[src/hw/rtl/mma_pkg.sv]
// shared constants and types for the multichannel moving average
`default_nettype none

package mma_pkg;

    // defaults for the top-level parameters
    localparam int CHANNELS_DEF   = 8;
    localparam int MAX_WINDOW_DEF = 64;

    // fixed field widths
    localparam int CH_PORT_W  = 4;
    localparam int SAMPLE_W   = 16;
    localparam int TIME_W     = 32;
    localparam int WIN_W      = 7;
    localparam int SUM_W      = 22;
    localparam int DIVIDEND_W = SUM_W + 1;

    typedef logic [SAMPLE_W-1:0]   sample_t;
    typedef logic [TIME_W-1:0]     stamp_t;
    typedef logic [WIN_W-1:0]      win_t;
    typedef logic [SUM_W-1:0]      sum_t;
    typedef logic [DIVIDEND_W-1:0] dividend_t;

endpackage

`default_nettype wire

[src/hw/rtl/mma_div.sv]
// iterative restoring divider, one quotient bit per cycle
`default_nettype none

module mma_div
    import mma_pkg::*;
(
    input  wire logic      aclk,
    input  wire logic      aresetn,
    input  wire logic      start,
    input  wire dividend_t dividend,
    input  wire win_t      divisor,
    output logic           done,
    output dividend_t      quotient
);

    localparam int CNT_W = $clog2(DIVIDEND_W + 1);

    logic             busy_reg, busy_next;
    logic             done_reg, done_next;
    logic [CNT_W-1:0] cnt_reg, cnt_next;
    win_t             rem_reg, rem_next;
    win_t             dsr_reg, dsr_next;
    dividend_t        quo_reg, quo_next;

    logic [WIN_W:0] trial;
    logic [WIN_W:0] diff;
    logic           fits;

    always_comb begin
        trial = {rem_reg, quo_reg[DIVIDEND_W-1]};
        diff  = trial - {1'b0, dsr_reg};
        fits  = (trial >= {1'b0, dsr_reg});

        busy_next = busy_reg;
        done_next = 1'b0;
        cnt_next  = cnt_reg;
        rem_next  = rem_reg;
        dsr_next  = dsr_reg;
        quo_next  = quo_reg;

        if (start) begin
            busy_next = 1'b1;
            cnt_next  = CNT_W'(DIVIDEND_W);
            rem_next  = '0;
            dsr_next  = divisor;
            quo_next  = dividend;
        end else if (busy_reg) begin
            // shift in the next dividend bit, subtract when it fits
            rem_next = fits ? diff[WIN_W-1:0] : trial[WIN_W-1:0];
            quo_next = {quo_reg[DIVIDEND_W-2:0], fits};
            cnt_next = cnt_reg - 1'b1;
            if (cnt_reg == CNT_W'(1)) begin
                busy_next = 1'b0;
                done_next = 1'b1;
            end
        end
    end

    always_ff @(posedge aclk) begin
        if (!aresetn) begin
            busy_reg <= 1'b0;
            done_reg <= 1'b0;
            cnt_reg  <= '0;
        end else begin
            busy_reg <= busy_next;
            done_reg <= done_next;
            cnt_reg  <= cnt_next;
        end
        rem_reg <= rem_next;
        dsr_reg <= dsr_next;
        quo_reg <= quo_next;
    end

    assign done     = done_reg;
    assign quotient = quo_reg;

endmodule

`default_nettype wire

[config.mk]
export PLATFORM = sky130hd
export DESIGN_NAME = mma_div
export DESIGN_NICKNAME = d
export VERILOG_FILES = /design/src/hw/rtl/mma_pkg.sv /design/src/hw/rtl/mma_div.sv
export SDC_FILE = /design/constraint.sdc
export NUM_CORES = 1
export LEC_CHECK = 0
export ABC_CLOCK_PERIOD_IN_PS = 4850
export BUFFER_PORTS_ARGS = -buffer_cell sky130_fd_sc_hd__buf_4
export CELL_PAD_IN_SITES_DETAIL_PLACEMENT = 0
export CELL_PAD_IN_SITES_GLOBAL_PLACEMENT = 1
export CORE_MARGIN = 3
export CORE_UTILIZATION = 45
export CTS_CLUSTER_DIAMETER = 100
export DETAILED_ROUTE_END_ITERATION = 12
export PLACE_DENSITY = 0.85
export SYNTH_ARGS = -nofsm -noshare
export SYNTH_HDL_FRONTEND = slang
export SYNTH_SLANG_ARGS = --single-unit
[constraint.sdc]
create_clock -name aclk -period 4.85 [get_ports aclk]
set_clock_uncertainty 0.2 [all_clocks]
set_input_delay 0.97 -clock aclk [delete_from_list [all_inputs] [get_ports aclk]]
set_output_delay 0.97 -clock aclk [all_outputs]
set_load 0.03 [all_outputs]
==> results.md <==
* Status: complete, no violations
* Layout cells sized above 1 at 39.3%
* Main synth FF type: edfxtp_1
* MaxCap Viol Count at 0
* Max Fclk at 392 MHz
* Residual DRC at 0
* Vias in the first global route at 1,601
* Global route overflow at 0
* Initial DRC count at 88
* Yosys warns at 0
* GPL Wtd Cong at 0.737
* Post-route setup TNS at 0 ns
* Fin worst setup slack at 2.30 ns
* Fillers at 417
* Routed len/inst at 14.3 um
* Synthesized area per cell at 12.0 um^2
* Tightest Pin Transition at 0.568 ns
* Die Span Y at 77.9 um
* GRT Total Usage at 15.4%
* Number of synthesized flops with an enable pin at 30
* Final Max Slew Viols at 0
* Final hold vios at 0
* Static Leakage at 1.15 nW
* # setup viols final at 0
* Nets at 289
* Register bit total from synthesis at 44
* Crit path launch type: flip-flop
* Post-synthesis cell area at 2330 um^2
* Worst slack at placement at 2.25 ns
* Max_slew headroom at 62.1%
* Drt pass-1 iters at 4
* CP Class: flip-flop to flip-flop
* Async set-reset flop share out of synthesis at 0%
* CTS H-tree lvls at 2
* Chip width at 77.9 um
* Port buffer count at 56
* Period Utilization, post-route at 52.5%
* Number of buffers created by CTS at 5
* Remaining antenna violation count at 0
* Pin count of the biggest net entering global routing at 53
* Final WL at 4.48 mm
* Post-synth cell types at 47
* Via density at 5.17
* Clk_lat worst skew at 0.28 ns
* Syn nets at 237
* CTS clk-pin slew, worst paths at 0.08 ns
* Register area share after synthesis at 50.8%
* Initial antenna violation count at 0
* Mapped Cells at 194
* Largest register FFs at 23
* Detailed placement HPWL at 3.24 mm
* Multi-input gate area at 1030 um^2
* Min-Delay Path Class: flip-flop to flip-flop
* Clock Path Buffers at 2
* Fin crit period at 2.55 ns
* Most common cell after layout, fill and taps aside: buf_4
* Seq. cell area at 1180 um^2
* Post-CTS Hold Buffers at 0
* Core area at 4850 um^2
* Clk root buf: clkbuf_8
* CP max FO at 9
* Clock Sinks at 44
* Row count at 25
* Synth-to-layout area growth at 22.8%
* PwrDens at 314 nW/um^2
* Resized Gates After CTS at 0
* Total die area at 6070 um^2
* Max rail drop VDD at 244 uV
* RSZ-0062 raised after global routing: no
* Worst EP required at 4.85 ns
* Diodes inserted at 0
* Vias at 1,622
* Crit path arrival time at 2.54 ns
* Starting Density at 48.0%
* First-pass GRT wire length at 7.53 mm
* Commonest non-fill, non-tap cells in the layout: buf_4, edfxtp_1, mux2_2
* CTS tree: yes
* Ports at 57
* Crit. End Element: flip-flop
* Postcts setup bufs at 0
through the flow:
stage | total power, mW | hold slack [ns] | instance area, um^2 | utilization (%) | std cells
final | 0.896 | 0.335 | 2860 | 58.9 | 314
after global routing | 0.941 | 0.371 | 2860 | 58.9 | 314
after CTS | 0.901 | 0.336 | 2860 | 58.9 | 314
after detailed placement | 0.687 | 0.314 | 2780 | 57.2 | 306
after global placement | 0.687 | 0.316 | 2780 | 57.2 | 306
after floorplan | 0.613 | 0.286 | 2330 | - | 194
report_power, final:
group / internal, mW / switching, mW / total, mW
logic: 0.0977 / 0.121 / 0.219
clock network: 0.101 / 0.116 / 0.218
registers: 0.440 / 0.0189 / 0.459
total: 0.639 / 0.257 / 0.896
cells by family (layout without fill, tap and decap cells):
kind of cell / Yosys count / after routing / share of synthesized area, %
xor gates and xnor gates: 7 / 7 / 2.64
muxes: 23 / 23 / 11.1
buffers and inverters: 25 / 78 / 4.79
and+or+nand+nor: 51 / 51 / 12.6
DFF: 44 / 44 / 50.8
adders and majority gates: 10 / 10 / 5.70
AOI/OAI and AO/OA: 34 / 34 / 12.4
worst paths after layout:
path | cells after the start | endpoint | startpoint | slack (ns)
worst max-delay path | 7 | rem_reg[2] | quotient[22] | 2.30
worst max register to register | 7 | rem_reg[2] | quotient[22] | 2.30
worst min register to register | 2 | rem_reg[2] | rem_reg[1] | 0.33
worst min-delay path | 2 | rem_reg[2] | rem_reg[1] | 0.33
layer usage:
| layer | wire length (um) | global-route usage [%] | share of wire, % | vias to the layer above |
|---|---|---|---|---|
| met2 | 2400 | 26.6 | 53 | 30 |
| met5 | 0 | 0 | 0 | - |
| met4 | 23 | 3.15 | 0.51 | 0 |
| li1 | - | - | - | 813 |
| met3 | 173 | 3.25 | 3.9 | 2 |
| met1 | 1890 | 19.9 | 42 | 777 |
final cells by class:
cell class	instances	share of cell area, %
tap	67	2.93
clock buffer	7	2.67
clock inverter	1	0.175
timing repair buffer	57	15.0
inverter	13	1.71
sequential	44	41.3
multi-input combinational	125	36.2
synthesized netlist by cell type, types with 4 or more instances:
cell      instances  area, um^2
edfxtp_1         30         901
mux2_2           22         248
dfxtp_1          14         280
inv_1            13        48.8
nor2_1           12        45.0
nand2_1          10        37.5
ha_1              9         113
clkbuf_1          8        30.0
nand2b_1          6        37.5
nor3b_1           6        45.0
a41oi_1           4        35.0
o21a_1            4        30.0
xnor2_1           4        35.0
worst max-delay path, stage by stage, from the launching register on:
cell and delay (ns):
edfxtp_1 0.35, inv_1 0.08, ha_1 0.23, fa_1 0.40, nand2b_1 0.20, a211o_1 0.39
and3_1 0.33, a311oi_2 0.29
No activity file was read; power rests on OpenSTA's default activity.
